`src/sv/bmo_pkg.sv`:
```
// Shared constants and types for the 3x3 binary opening block.
`default_nettype none
package bmo_pkg;

   localparam int MAX_WIDTH_DEF  = 256;
   localparam int MAX_HEIGHT_DEF = 256;

   localparam logic [7:0] MARK_HIGH = 8'd255;
   localparam logic [7:0] MARK_LOW  = 8'd0;

   localparam logic OP_LOAD = 1'b0;
   localparam logic OP_READ = 1'b1;

   localparam logic [1:0] CSR_FRAME_WIDTH  = 2'd0;
   localparam logic [1:0] CSR_FRAME_HEIGHT = 2'd1;
   localparam logic [1:0] CSR_PASS_COUNT   = 2'd2;

   localparam logic [8:0] FRAME_WIDTH_RST  = 9'd256;
   localparam logic [8:0] FRAME_HEIGHT_RST = 9'd256;
   localparam logic [7:0] PASS_COUNT_RST   = 8'd1;

   // Pass engine status towards the top level
   typedef struct packed {
      logic busy;
      logic flip;
   } eng_status_type;

endpackage
`default_nettype wire

```
`src/sv/bmo_engine.sv`:
```
// Pass sequencer: walks the frame, reads each 3x3 window from the source bank, writes the result.
`default_nettype none
module bmo_engine #(
   parameter int MAX_WIDTH  = bmo_pkg::MAX_WIDTH_DEF,
   parameter int MAX_HEIGHT = bmo_pkg::MAX_HEIGHT_DEF
) (
   input  wire logic                                   clock,
   input  wire logic                                   reset,
   input  wire logic                                   start,
   input  wire logic [$clog2(MAX_WIDTH+1)-1:0]         width,
   input  wire logic [$clog2(MAX_HEIGHT+1)-1:0]        height,
   input  wire logic [7:0]                             pass_count,
   input  wire logic [7:0]                             src_data,
   output logic [((MAX_WIDTH*MAX_HEIGHT > 1) ?
                  $clog2(MAX_WIDTH*MAX_HEIGHT) : 1)-1:0] rd_addr,
   output logic                                        wr_en,
   output logic [((MAX_WIDTH*MAX_HEIGHT > 1) ?
                  $clog2(MAX_WIDTH*MAX_HEIGHT) : 1)-1:0] wr_addr,
   output logic [7:0]                                  wr_data,
   output bmo_pkg::eng_status_type                     status
);

   localparam int DEPTH = MAX_WIDTH * MAX_HEIGHT;
   localparam int AW    = (DEPTH > 1) ? $clog2(DEPTH) : 1;
   localparam int DW    = $clog2(MAX_WIDTH + 1);
   localparam int HW    = $clog2(MAX_HEIGHT + 1);
   localparam int CW    = (MAX_WIDTH > 1) ? $clog2(MAX_WIDTH) : 1;
   localparam int RW    = (MAX_HEIGHT > 1) ? $clog2(MAX_HEIGHT) : 1;
   localparam int EW    = ((AW > DW) ? AW : DW) + 1;

   typedef enum logic [1:0] {
      ST_IDLE = 2'b01,
      ST_RUN  = 2'b10
   } state_type;

   // window step -> row and column offset (0 = minus one, 1 = centre, 2 = plus one)
   function automatic logic [3:0] win_offset(input logic [3:0] k);
      logic [3:0] res;
      case (k)
         4'd0:    res = {2'd0, 2'd0};
         4'd1:    res = {2'd0, 2'd1};
         4'd2:    res = {2'd0, 2'd2};
         4'd3:    res = {2'd1, 2'd0};
         4'd4:    res = {2'd1, 2'd1};
         4'd5:    res = {2'd1, 2'd2};
         4'd6:    res = {2'd2, 2'd0};
         4'd7:    res = {2'd2, 2'd1};
         4'd8:    res = {2'd2, 2'd2};
         default: res = {2'd1, 2'd1};
      endcase
      return res;
   endfunction

   localparam logic [3:0] STEP_CENTRE = 4'd4;
   localparam logic [3:0] STEP_LAST   = 4'd8;
   localparam logic [3:0] STEP_WRITE  = 4'd9;

   state_type   state_ff, state_in;
   logic [3:0]  k_ff, k_in;
   logic [RW-1:0] r_ff, r_in;
   logic [CW-1:0] c_ff, c_in;
   logic [AW-1:0] base_ff, base_in;
   logic [8:0]  pass_ff, pass_in;
   logic        hit_ff, hit_in;
   logic        iss_ff, iss_in;
   logic        ctr_ff, ctr_in;
   logic [7:0]  centre_ff, centre_in;

   logic        run;
   logic        issue;
   logic [7:0]  mark;
   logic [8:0]  total;
   logic        r_last, c_last, last_pix;
   logic [1:0]  ky, kx;
   logic [EW-1:0] base_e, width_e, row_sel;
   logic [CW-1:0] col_sel;
   logic        hit_all;

   assign run      = (state_ff == ST_RUN);
   assign issue    = run && (k_ff <= STEP_LAST);
   assign total    = {pass_count, 1'b0};
   assign mark     = (pass_ff < {1'b0, pass_count}) ? bmo_pkg::MARK_HIGH : bmo_pkg::MARK_LOW;
   assign r_last   = (HW'(r_ff) == (height - HW'(1)));
   assign c_last   = (DW'(c_ff) == (width - DW'(1)));
   assign last_pix = r_last && c_last;
   assign {ky, kx} = win_offset(k_ff);
   assign base_e   = EW'(base_ff);
   assign width_e  = EW'(width);

   always_comb begin
      case (ky)
         2'd0:    row_sel = (r_ff != '0) ? (base_e - width_e) : base_e;
         2'd2:    row_sel = (!r_last) ? (base_e + width_e) : base_e;
         default: row_sel = base_e;
      endcase
      case (kx)
         2'd0:    col_sel = (c_ff != '0) ? (c_ff - CW'(1)) : c_ff;
         2'd2:    col_sel = (!c_last) ? (c_ff + CW'(1)) : c_ff;
         default: col_sel = c_ff;
      endcase
   end

   assign rd_addr = AW'(row_sel + EW'(col_sel));
   assign hit_all = hit_ff || (iss_ff && (src_data == mark));

   assign wr_en   = run && (k_ff == STEP_WRITE);
   assign wr_addr = AW'(base_e + EW'(c_ff));
   assign wr_data = hit_all ? mark : centre_ff;

   assign status.busy = run;
   assign status.flip = run && (k_ff == STEP_WRITE) && last_pix;

   always_comb begin
      state_in  = state_ff;
      k_in      = k_ff;
      r_in      = r_ff;
      c_in      = c_ff;
      base_in   = base_ff;
      pass_in   = pass_ff;
      hit_in    = hit_ff;
      centre_in = centre_ff;
      iss_in    = issue;
      ctr_in    = issue && (k_ff == STEP_CENTRE);
      case (state_ff)
         ST_IDLE: begin
            if (start && (pass_count != '0)) begin
               state_in = ST_RUN;
               k_in     = '0;
               r_in     = '0;
               c_in     = '0;
               base_in  = '0;
               pass_in  = '0;
               hit_in   = 1'b0;
            end
         end
         ST_RUN: begin
            if (ctr_ff) begin
               centre_in = src_data;
            end
            if (k_ff != STEP_WRITE) begin
               k_in   = k_ff + 4'd1;
               hit_in = hit_all;
            end else begin
               k_in   = '0;
               hit_in = 1'b0;
               if (!c_last) begin
                  c_in = c_ff + CW'(1);
               end else begin
                  c_in = '0;
                  if (!r_last) begin
                     r_in    = r_ff + RW'(1);
                     base_in = AW'(base_e + width_e);
                  end else begin
                     r_in    = '0;
                     base_in = '0;
                     pass_in = pass_ff + 9'd1;
                     if ((pass_ff + 9'd1) == total) begin
                        state_in = ST_IDLE;
                     end
                  end
               end
            end
         end
         default: state_in = ST_IDLE;
      endcase
   end

   always_ff @(posedge clock) begin
      if (reset) begin
         state_ff <= ST_IDLE;
         k_ff     <= '0;
         r_ff     <= '0;
         c_ff     <= '0;
         base_ff  <= '0;
         pass_ff  <= '0;
         hit_ff   <= 1'b0;
         iss_ff   <= 1'b0;
         ctr_ff   <= 1'b0;
      end else begin
         state_ff <= state_in;
         k_ff     <= k_in;
         r_ff     <= r_in;
         c_ff     <= c_in;
         base_ff  <= base_in;
         pass_ff  <= pass_in;
         hit_ff   <= hit_in;
         iss_ff   <= iss_in;
         ctr_ff   <= ctr_in;
      end
   end

   always_ff @(posedge clock) begin
      centre_ff <= centre_in;
   end

endmodule
`default_nettype wire

```
`config.mk`:
```
export PLATFORM = sky130hd
export DESIGN_NAME = bmo_engine
export DESIGN_NICKNAME = d
export VERILOG_FILES = /design/src/sv/bmo_pkg.sv /design/src/sv/bmo_engine.sv
export SDC_FILE = /design/constraint.sdc
export NUM_CORES = 1
export LEC_CHECK = 0
export ABC_AREA = 1
export BUFFER_PORTS_ARGS = -buffer_cell sky130_fd_sc_hd__buf_4
export CAP_MARGIN = 20
export CORE_ASPECT_RATIO = 1.1
export CORE_UTILIZATION = 56
export CTS_BUF_LIST = sky130_fd_sc_hd__clkbuf_4 sky130_fd_sc_hd__clkbuf_8
export DETAILED_ROUTE_END_ITERATION = 12
export HOLD_SLACK_MARGIN = 0.12
export PLACE_DENSITY = 0.82
export SLEW_MARGIN = 15
export SYNTH_ARGS = -nofsm -noshare
export SYNTH_HDL_FRONTEND = slang
export SYNTH_SLANG_ARGS = --single-unit
```
`constraint.sdc`:
```
create_clock -name clock -period 4.4 [get_ports clock]
set_input_delay 0.44 -clock clock [delete_from_list [all_inputs] [get_ports clock]]
set_output_delay 0.44 -clock clock [all_outputs]
set_load 0.01 [all_outputs]
```
Word level (Yosys, flattened, before mapping)
Memories as Yosys holds them, arrays and structs flattened. A register that Yosys moved wholly into a read port is not among the register bits.
Cells that the tools add are included.

operators by class
  add/sub/neg operators = 11
  magnitude comparators = 2
  eq/ne operators = 16
  multiplexer cells = 40
  reduce and logical (&&, ||, !) cells = 20

operators by type and width
  operator             count
  $mux 16              6
  $mux 8               10
  $pmux 16 s2          2
  $pmux 8 s2           3
  $mux 9               4
  $add 16x8->16        2
  $reduce_bool 8->1    3
  $eq 8x9->1           2
  $pmux 9 s2           1
  $sub 9x1->9 const B  2
  $add 16x9->16        1
  $add 8x1->8 const B  2
  $mux 4               4
  $sub 16x9->16        1
  $mux 2               5
  $reduce_and 5->1     2
  $add 9x1->9 const B  1
  $eq 9x9->1           1
  $lt 9x8->1           1
  $eq 8x8->1           1
  $pmux 4 s2           1
  $sub 8x1->8 const B  1
  $logic_and 1x1->1    7
  $eq 2x2->1 const B   3
  17 further kinds     23

word-level totals
  register bits = 58
  memory bits (read-only) = 64
  bits of input ports = 37
  output and inout port bits = 43
  logic and storage cells = 100
  memories kept = 1

memories
  name              depth  width  rd ports  clocked after memory_dff  wr ports  line              source
  (name not given)  16     4      1         1                         0         bmo_engine.sv:39  case (k)

Logic depth before layout (Yosys ltp)
Gate-level depths: netlist (run 1).

  word-level depth = 7
  mapped depth = 30

Least setup slack after synthesis (run 1)
OpenSTA, ideal clock, no wires.

  kind = in2out
  start = input width[1]
  end = output rd_addr[12] (netlist bit)
  arrival time = 3.858 ns
  data required time = 3.960 ns
  path slack = 0.102 ns
  stages on the path = 24
  cells stage by stage = inv_1 -> ha_1 -> nand4_1 -> xor2_1 -> xor2_1 -> nor2_1 -> nand3_4 -> buf_1 -> ha_1 -> nand2_1 -> o211ai_1 -> inv_1 -> ha_1 -> inv_1 -> fa_1 -> nor2_1 -> a211oi_1 -> o21ai_0 -> nand3_1 -> nand2_1 -> nand3_1 -> nor2_2 -> nand2_1 -> xor2_1

RTL lines
  what         line              source
  from (decl)  bmo_engine.sv:10  input wire logic [$clog2(MAX_WIDTH+1)-1:0] width,
  to (decl)    bmo_engine.sv:15  $clog2(MAX_WIDTH*MAX_HEIGHT) : 1)-1:0] rd_addr,

==> results of run 1 <==
-- state kept, by name (all words and copies together) (netlist names), 4 cells and up --
| signal | count |
|---|---|
| base_ff | 16 |
| c_ff | 8 |
| centre_ff | 8 |
| k_ff | 4 |
| pass_ff | 9 |
| r_ff | 8 |
-- per-stage QoR --
stage,utilization (%),TNS (ns)
floorplan,-,0
global placement,65.4,0
detailed placement,65.4,-0.0681
CTS,66.8,0
global route,68.1,-0.151
finish,68.1,0
-- cells by family after synthesis --
family	synth area share, %
DFF	18.6
xor gates and xnor gates	8.58
AOI/OAI and AO/OA	13.8
buffers and inverters	12.5
adders and majority gates	10.6
and+or+nand+nor	35.9
-- critical path, delay by kind of cell --
| kind | cells | cell delay (ns) |
|---|---|---|
| and+or+nand+nor | 11 | 1.25 |
| buffers and inverters | 5 | 0.39 |
| AOI/OAI and AO/OA | 3 | 0.32 |
| adders and majority gates | 4 | 0.96 |
| xor gates and xnor gates | 3 | 0.41 |
-- power by group through the flow --
| stage | clock, mW | sequential, mW | combinational, mW |
|---|---|---|---|
| after global placement | 0 | 0.723 | 2.35 |
| after global routing | 0.449 | 0.725 | 2.76 |
| after floorplan | 0 | 0.704 | 1.58 |
| after detailed placement | 0 | 0.724 | 2.38 |
| after CTS | 0.423 | 0.711 | 2.40 |
| final | 0.418 | 0.717 | 2.52 |
-- cell type report --
cell class | count | area, µm²
Timing Repair Buffer | 115 | 867
Fill cell | 1105 | 3890
Inverter | 190 | 716
Clock inverter | 6 | 28.8
Sequential cell | 62 | 1320
Multi-Input combinational cell | 863 | 5050
Tap cell | 154 | 193
Clock buffer | 10 | 131
-- layout by cell type (no fill, tap or decap), drive strengths merged, types with 8 or more instances in the layout --
cell,instances
xnor2,16
nand2,289
xor2,52
a21oi,66
nor2,104
buf,115
nand4,21
nor3,22
o211ai,13
ha,54
dfxtp,54
clkbuf,10
inv,189
nand3,108
edfxtp,8
o21ai,70
-- metal layers --
metal | vias to the layer above | GRT usage (%)
li1 | 3887 | -
met1 | 3473 | 39.4
met2 | 326 | 52.2
met3 | 41 | 5.55
met4 | 0 | 9.58
met5 | - | 0
-- timing repair --
item                                    in CTS  in global routing
gates resized for setup                      2                 43
endpoints found under the setup margin       2                  7
setup buffers                                0                  3
cloned                                       0                  0
pin swaps                                    0                 25
-- final timing paths --
kind              slack, ns            to  cells after the start        start
setup reg to reg       1.71    pass_ff[3]                     14      c_ff[2]
hold / removal         0.29  centre_ff[6]                      1  src_data[6]
setup / recovery       0.16   rd_addr[12]                     26     width[1]
hold reg to reg        0.47        hit_ff                      2       hit_ff
==> results.md, run 1 <==
* Core footprint at roughly 12000 µm²
* Power consumption at around 3.7 mW
* Pre-CTS WS at -0.0470 ns
* Die Height at 120 µm
* Critical path's largest stage delay at approximately 0.41 ns
* Slew HR at a little over half
* Setup-failing EPs final at 0
* First-pass GRT wire length at ~32000 µm
* Max-slew violations at 0
* Tmin final at about 4.2 ns
* Nets at 1336
* Number of enable flip-flop cells after synthesis at 8
* Worst setup path category: in -> out
* Area grow syn2layout at 16.7%
* Worst hold path class: in -> reg
* Max cap viols at 0
* Net Switching at ~1.8 mW
* Status: completed
* CP Max Fanout at 4
* # DRC at 0
* Flop pwr share at between 10% and 20%
* Ant diodes at 0
* Largest net degree at the start of global routing at 23
* CP Capture Type: output pin
* Final wirelength at between 20000 and 25000 µm
* Pwr dens at 440 nW/µm²
* Period utilization at 96.4%
* Gr usage total at approximately 30%
* Count leader, synth: nand2_1
* Logic pwr share at 69.0%
* Port Buffer Count at just under 80
* Placed cell area at around 8000 µm²
* Ports at 80
* Maximum clock rate at 0.236 GHz
* Total die area at 13200 µm²
* GR Overflow Total at 0
* Routed Antenna Nets at 0
* Yosys Warn Count at 0
* Final Non-Filler Cells at 1400
* WL met3 at 1620 µm
* Clock Tree Buf Depth at 2
* Area share of the largest cell type after synthesis at 15.2%
* Worst vdd ir at approximately 0.28 mV
* Max layer used: met4
* Critical Path AT at about 3.8 ns
* Synth Cell Area at ~7100 µm²
* Cell accounting for the most synthesized area: dfxtp_1
* Post-route worst setup slack at approximately 0.16 ns
* Critical path startpoint category: input pin
* Starting DRC count in detailed routing at ~620
* Switching part of the total power at between 40% and 50%
* H-tree level count at 3
* Num CTS Buffers at 9
* DR WL met2 at 9510 µm
* WL met1 at between 8000 and 9000 µm
* Clk pwr share at 11.4%
* Finished Cell Area at about 8300 µm²
* Syn nets at between 1000 and 1500
* Starting density of the core at 58.4%
* Cell row count at 42
* Antenna violations before repair at 0
* CTS tree: built
* Worst-Skew Late Latency at ~0.34 ns
* DRT Pass-1 Iters at 6
* Syn_area_per_cell at 6.21 µm²
* Power Internal at about 1.9 mW
* Leading post-synthesis cells by cell area: dfxtp_1 (15%), nand2_1 (15%), ha_1 (9.5%)
* Cells after synthesis at ~1100
* Vias in the first global route at 6999
* Worst path required time at about 4.0 ns
* P_leak at between 4 and 5 nW
* Seq cells post-synth at 62
* Wirelength per Cell at 14.3 µm
* Worst hold margin at 0.290 ns
* Hpwl dp at about 16000 µm
* Setup Skew at 0.00930 ns
* Die span in x at roughly 110 µm
* Post-synthesis sequential area ratio at a little under a fifth
* Synth cell count leaders: nand2_1 (278), inv_1 (176), nand3_1 (100)
* Via count at 7727
* Root Driver: clkbuf_8
* Gpl congestion at about 1.0
* Synth Flop Type: dfxtp_1
* Slowest stage cell, crit path: fa_2
* Fraction of layout cells with a size suffix above 1 at approximately 18%
* Detail-routed via count per cell at ~5.5
* Hold-fix buffer count after cts at 0
* Clk sinks at 62
* Clock-pin slew on the worst setup and hold paths at around 0.070 ns
* Placed insts at around 1400
* Synth async-reset ratio at 0%
* Synth unique cells at 51
* Worst Tran Pin Value at around 0.68 ns
* Final hold vios at 0
No activity file was read; power rests on OpenSTA's default activity.
==> run 2, diff against run 1 <==
--- a/config.mk
+++ b/config.mk
@@ -14,6 +14,7 @@
 export DETAILED_ROUTE_END_ITERATION = 12
 export HOLD_SLACK_MARGIN = 0.12
 export PLACE_DENSITY = 0.82
+export SETUP_SLACK_MARGIN = 0.3
 export SLEW_MARGIN = 15
 export SYNTH_ARGS = -nofsm -noshare
 export SYNTH_HDL_FRONTEND = slang
==> results.md, run 2 (synthesis results as in run 1) <==
* Status: completed
* Ports at 80
* Worst vdd ir at approximately 0.26 mV
* P_leak at around 4.4 nW
* Area grow syn2layout at 20.1%
* Cell row count at 42
* Commonest non-fill, non-tap cells in the layout: nand2_1 (275), inv_1 (171), buf_4 (116)
* Tmin final at 4.30 ns
* Clk sinks at just over 60
* Worst path required time at slightly below 4 ns
* Worst setup path category: in -> out
* Critical path startpoint category: input pin
* Critical Path AT at a little under 4 ns
* Num CTS Buffers at 9
* Detail-routed via count per cell at about 5.5
* # DRC at 0
* Period utilization at between 90% and 100%
* DRT Pass-1 Iters at 5
* Gr usage total at between 30% and 40%
* Finished Cell Area at around 8500 µm²
* Clock-pin slew on the worst setup and hold paths at roughly 0.060 ns
* Port Buffer Count at 79
* Hpwl dp at about 16000 µm
* Register Area at 1320 µm²
* H-tree level count at 3
* Die span in x at 109 µm
* Starting DRC count in detailed routing at a little over 600
* GR Overflow Total at 0
* RSZ-0062 raised after global routing: true
* Worst hold path class: in -> reg
* Area taken by multi-input logic gates at between 5000 and 6000 µm²
* Starting density of the core at roughly three fifths
* Largest net degree at the start of global routing at 23
* Setup-failing EPs final at 0
* Fraction of layout cells with a size suffix above 1 at about 19%
* Routed Antenna Nets at 0
* Placed cell area at between 7000 and 8000 µm²
* Max cap viols at 0
* CP Capture Type: output pin
* Final wirelength at between 20000 and 25000 µm
* Wirelength per Cell at 14.6 µm
* Root Driver: clkbuf_8
* Clock Tree Buf Depth at 2
* First-pass GRT wire length at about 33000 µm
* Antenna violations before repair at 0
* Maximum clock rate at roughly 0.23 GHz
* Vias in the first global route at approximately 7300
* CP Max Fanout at 3
* Max-slew violations at 0
* Hold-fix buffer count after cts at 0
* Via count at 7805
* Worst-Skew Late Latency at roughly 0.35 ns
* Fillers at roughly 1100
* CTS tree: built
* Largest regs: base_ff x16, pass_ff x9
* Commonest non-fill, non-tap cell in the layout: nand2_1
* Fin Setup TNS at 0 ns
* Pwr dens at 456 nW/µm²
* Gpl congestion at 0.958
* Final hold vios at 0
* Max FFs per register at 16
* Nets at roughly 1300
* Slew HR at between 50% and 60%
* Ant diodes at 0
* Die Height at roughly 120 µm
* Setup Skew at 0.00617 ns
* Total die area at approximately 13000 µm²
* Worst Tran Pin Value at ~0.69 ns
* Core footprint at roughly 12000 µm²
* Top reg by flops: base_ff
## run 2: worst max-delay path: stages
cell      delay (ns)
buf_8           0.10
buf_4           0.14
nor2_2          0.10
nand3_2         0.09
nor2_2          0.13
nand3_1         0.10
xor2_1          0.18
nor2_2          0.16
nand3_4         0.12
ha_4            0.26
nand2_2         0.05
o211ai_1        0.08
inv_1           0.07
ha_2            0.18
inv_2           0.04
fa_2            0.36
nor2_2          0.10
a211oi_2        0.06
o21ai_1         0.19
nand3_1         0.12
nand2_2         0.12
nand3_4         0.10
nor2_4          0.17
buf_6           0.12
nand4_1         0.07
nand2_1         0.07
buf_4           0.11
## run 2: worst paths after layout
check | from | end | slack, ns | depth (start not counted)
max | width[1] | rd_addr[14] | 0.10 | 27
min | src_data[7] | centre_ff[7] | 0.29 | 1
max reg2reg | c_ff[0] | pass_ff[3] | 1.64 | 13
min reg2reg | hit_ff | hit_ff | 0.47 | 2
## run 2: final cells by class
type | count | share of cell area, %
Clock buffer | 13 | 2.02
Clock inverter | 3 | 0.761
Inverter | 190 | 8.46
Multi-Input combinational cell | 863 | 59.6
Sequential cell | 62 | 15.5
Tap cell | 154 | 2.25
Timing Repair Buffer | 122 | 11.4
## run 2: metrics by stage
step | hold slack, ns | util (%) | setup WS [ns] | std cells | total power, mW
after floorplan | 0.443 | - | 0.272 | 1145 | 2.29
after global placement | 0.459 | 65.4 | 0.0976 | 1376 | 3.06
after detailed placement | 0.460 | 65.4 | -0.0662 | 1376 | 3.08
after CTS | 0.276 | 69.3 | 0.213 | 1404 | 3.77
after global routing | 0.271 | 70.1 | -0.101 | 1407 | 4.18
final | 0.290 | 70.1 | 0.103 | 1407 | 3.90
## run 2: what timing repair did
action,in CTS,in global routing
resized for setup,30,19
setup endpoints to repair,7,9
setup buffers,11,3
cloned,1,0
pin swaps,25,7
## run 2: power breakdown
| group | switching, mW | leakage, nW | total (mW) | internal, mW |
|---|---|---|---|---|
| Combinational | 1.53 | 3.72 | 2.58 | 1.06 |
| Clock | 0.224 | 0.123 | 0.595 | 0.371 |
| Sequential | 0.0833 | 0.511 | 0.717 | 0.633 |
## run 2: per-layer routing
| metal | GRT usage, % | routed length [µm] | share of wire, % | up-vias |
|---|---|---|---|---|
| met5 | 0 | 0 | 0 | - |
| met3 | 5.23 | 1560 | 7.6 | 69 |
| met1 | 41.5 | 8690 | 42 | 3501 |
| met2 | 52.0 | 9450 | 46 | 333 |
| li1 | - | - | - | 3902 |
| met4 | 14.3 | 825 | 4.0 | 0 |
==> run 3, diff against run 2 <==
--- a/config.mk
+++ b/config.mk
@@ -8,8 +8,10 @@
 export ABC_AREA = 1
 export BUFFER_PORTS_ARGS = -buffer_cell sky130_fd_sc_hd__buf_4
 export CAP_MARGIN = 20
+export CELL_PAD_IN_SITES_DETAIL_PLACEMENT = 1
+export CELL_PAD_IN_SITES_GLOBAL_PLACEMENT = 2
 export CORE_ASPECT_RATIO = 1.1
-export CORE_UTILIZATION = 56
+export CORE_UTILIZATION = 30
 export CTS_BUF_LIST = sky130_fd_sc_hd__clkbuf_4 sky130_fd_sc_hd__clkbuf_8
 export DETAILED_ROUTE_END_ITERATION = 12
 export HOLD_SLACK_MARGIN = 0.12
==> results.md, run 3 (synthesis results as in run 1) <==
* Gr usage total at between 20% and 30%
* Setup-failing EPs final at 0
* Max FFs per register at 16
* First-pass GRT wire length at roughly 40000 µm
* Worst Tran Pin Value at slightly above 0.7 ns
* Commonest non-fill, non-tap cells in the layout: nand2_1 (274), inv_1 (171), buf_4 (134)
* Fillers at between 3000 and 4000
* CTS tree: built
* Gpl congestion at ~0.85
* Hold Path Cell Cnt at 1
* Post-route worst setup slack at around 0.11 ns
* Worst hold path class: in -> reg
* Total die area at 24300 µm²
* Hpwl dp at around 20000 µm
* Antenna violations before repair at 0
* Clk sinks at 62
* Nets at 1360
* Final wirelength at approximately 25000 µm
* Power consumption at roughly 4.1 mW
* Die span in x at about 150 µm
* Worst setup path category: in -> out
* Commonest non-fill, non-tap cell in the layout: nand2_1
* # DRC at 0
* Slew HR at roughly 51%
* R2R depth at 12
* Area taken by multi-input logic gates at 5110 µm²
* GR Overflow Total at 0
* Top reg by flops: base_ff
* Critical path startpoint category: input pin
* Max-slew violations at 0
* Port Buffer Count at 79
* Worst hold margin at 0.265 ns
* Finished Cell Area at roughly 8800 µm²
* H-tree level count at 3
* Fraction of layout cells with a size suffix above 1 at between 20% and 30%
* Root Driver: clkbuf_8
* Largest net degree at the start of global routing at 23
* Pre-CTS WS at -0.0928 ns
* Pwr dens at ~460 nW/µm²
* Detail-routed via count per cell at slightly below 5
* Cell row count at 58
* Fin Setup TNS at 0 ns
* Ant diodes at 0
* Starting DRC count in detailed routing at 289
* Core footprint at approximately 23000 µm²
* Worst path required time at 3.96 ns
* Starting density of the core at between 30% and 40%
* Max cap viols at 0
* Final Non-Filler Cells at approximately 1600
* DRT Pass-1 Iters at 4
* Ports at 80
* CP Buf/Inv Count at 8
* P_leak at around 4.4 nW
* CP Capture Type: output pin
* Num CTS Buffers at 9
* Die Height at roughly 160 µm
* Area grow syn2layout at 24.1%
* Worst path depth at 27
* Final hold vios at 0
* Vias in the first global route at between 7000 and 8000
* Critical Path AT at between 3 and 4 ns
* Register Area at around 1300 µm²
* Largest regs: base_ff x16, pass_ff x9
* Util after Layout at about two fifths
* Slowest stage cell, crit path: fa_2
* Placed insts at between 1500 and 2000
* Via count at roughly 7700
* Clock Tree Buf Depth at 2
* Status: completed
* Tmin final at 4.29 ns
* Critical path's largest stage delay at around 0.37 ns
* Worst vdd ir at around 0.18 mV
* Placed cell area at roughly 8300 µm²
* Setup Skew at between 0.015 and 0.02 ns
* Routed Antenna Nets at 0
* RSZ-0062 raised after global routing: true
* Clock-pin slew on the worst setup and hold paths at ~0.080 ns
* Worst-Skew Late Latency at 0.37 ns
* Wirelength per Cell at approximately 16 µm
* Top delay family on crit path: simple AND/OR/NAND/NOR gates
* CP Max Fanout at 5
* Maximum clock rate at approximately 0.23 GHz
* Period utilization at 97.5%
## run 3: cell count changes in the layout (fill, tap and decap cells not counted), moves of 3 or more
cell / change
dfxtp_1: -4
nor2_4: +3
dfxtp_2: +4
buf_4: +18
o21ai_1: +3
## run 3: final cells by class
| cell class | instances | area share [%] |
|---|---|---|
| clock buffers | 12 | 1.73 |
| clock inverters | 4 | 0.822 |
| inverters | 190 | 8.19 |
| flip-flops and latches | 62 | 15.0 |
| repair buffers | 139 | 12.1 |
| well taps | 300 | 4.25 |
| multi-input cells | 863 | 57.9 |
## run 3: worst paths after layout
| kind | start | to | slack, ns |
|---|---|---|---|
| max | height[0] | rd_addr[14] | 0.11 |
| min | src_data[3] | centre_ff[3] | 0.27 |
| max reg2reg | c_ff[7] | pass_ff[3] | 1.68 |
| min reg2reg | hit_ff | hit_ff | 0.48 |
## run 3: layer usage
layer / vias up / share of wire (%) / global-route usage, % / wire [µm]
li1: 3926 / - / - / -
met1: 3600 / 45 / 26.0 / 11200
met2: 108 / 50 / 37.9 / 12300
met3: 22 / 3.2 / 2.46 / 777
met4: 0 / 1.5 / 5.19 / 361
met5: - / 0 / 0 / 0
## run 3: worst register-to-register path, stage by stage, from the launching register on
cell and delay [ns]:
dfxtp_1 0.55, xnor2_1 0.15, xor2_1 0.19, nor2_2 0.15
nand3_4 0.11, buf_6 0.16, buf_4 0.18, nand2_2 0.09
nand2_4 0.16, inv_4 0.23, nand2_2 0.11, nand2_1 0.37
o21ai_0 0.15
## run 3: report_power, final
| group | leakage (nW) | switching (mW) | internal, mW |
|---|---|---|---|
| Clock | 0.113 | 0.251 | 0.346 |
| Combinational | 3.79 | 1.60 | 1.14 |
| Sequential | 0.513 | 0.0802 | 0.635 |
## run 3: timing repair
action / in CTS / in global routing
gates resized for setup: 36 / 21
hold buffers: 0 / 0
buffers inserted: 6 / 6
setup endpoints to repair: 11 / 12
pin swaps: 24 / 13
cloned: 0 / 0
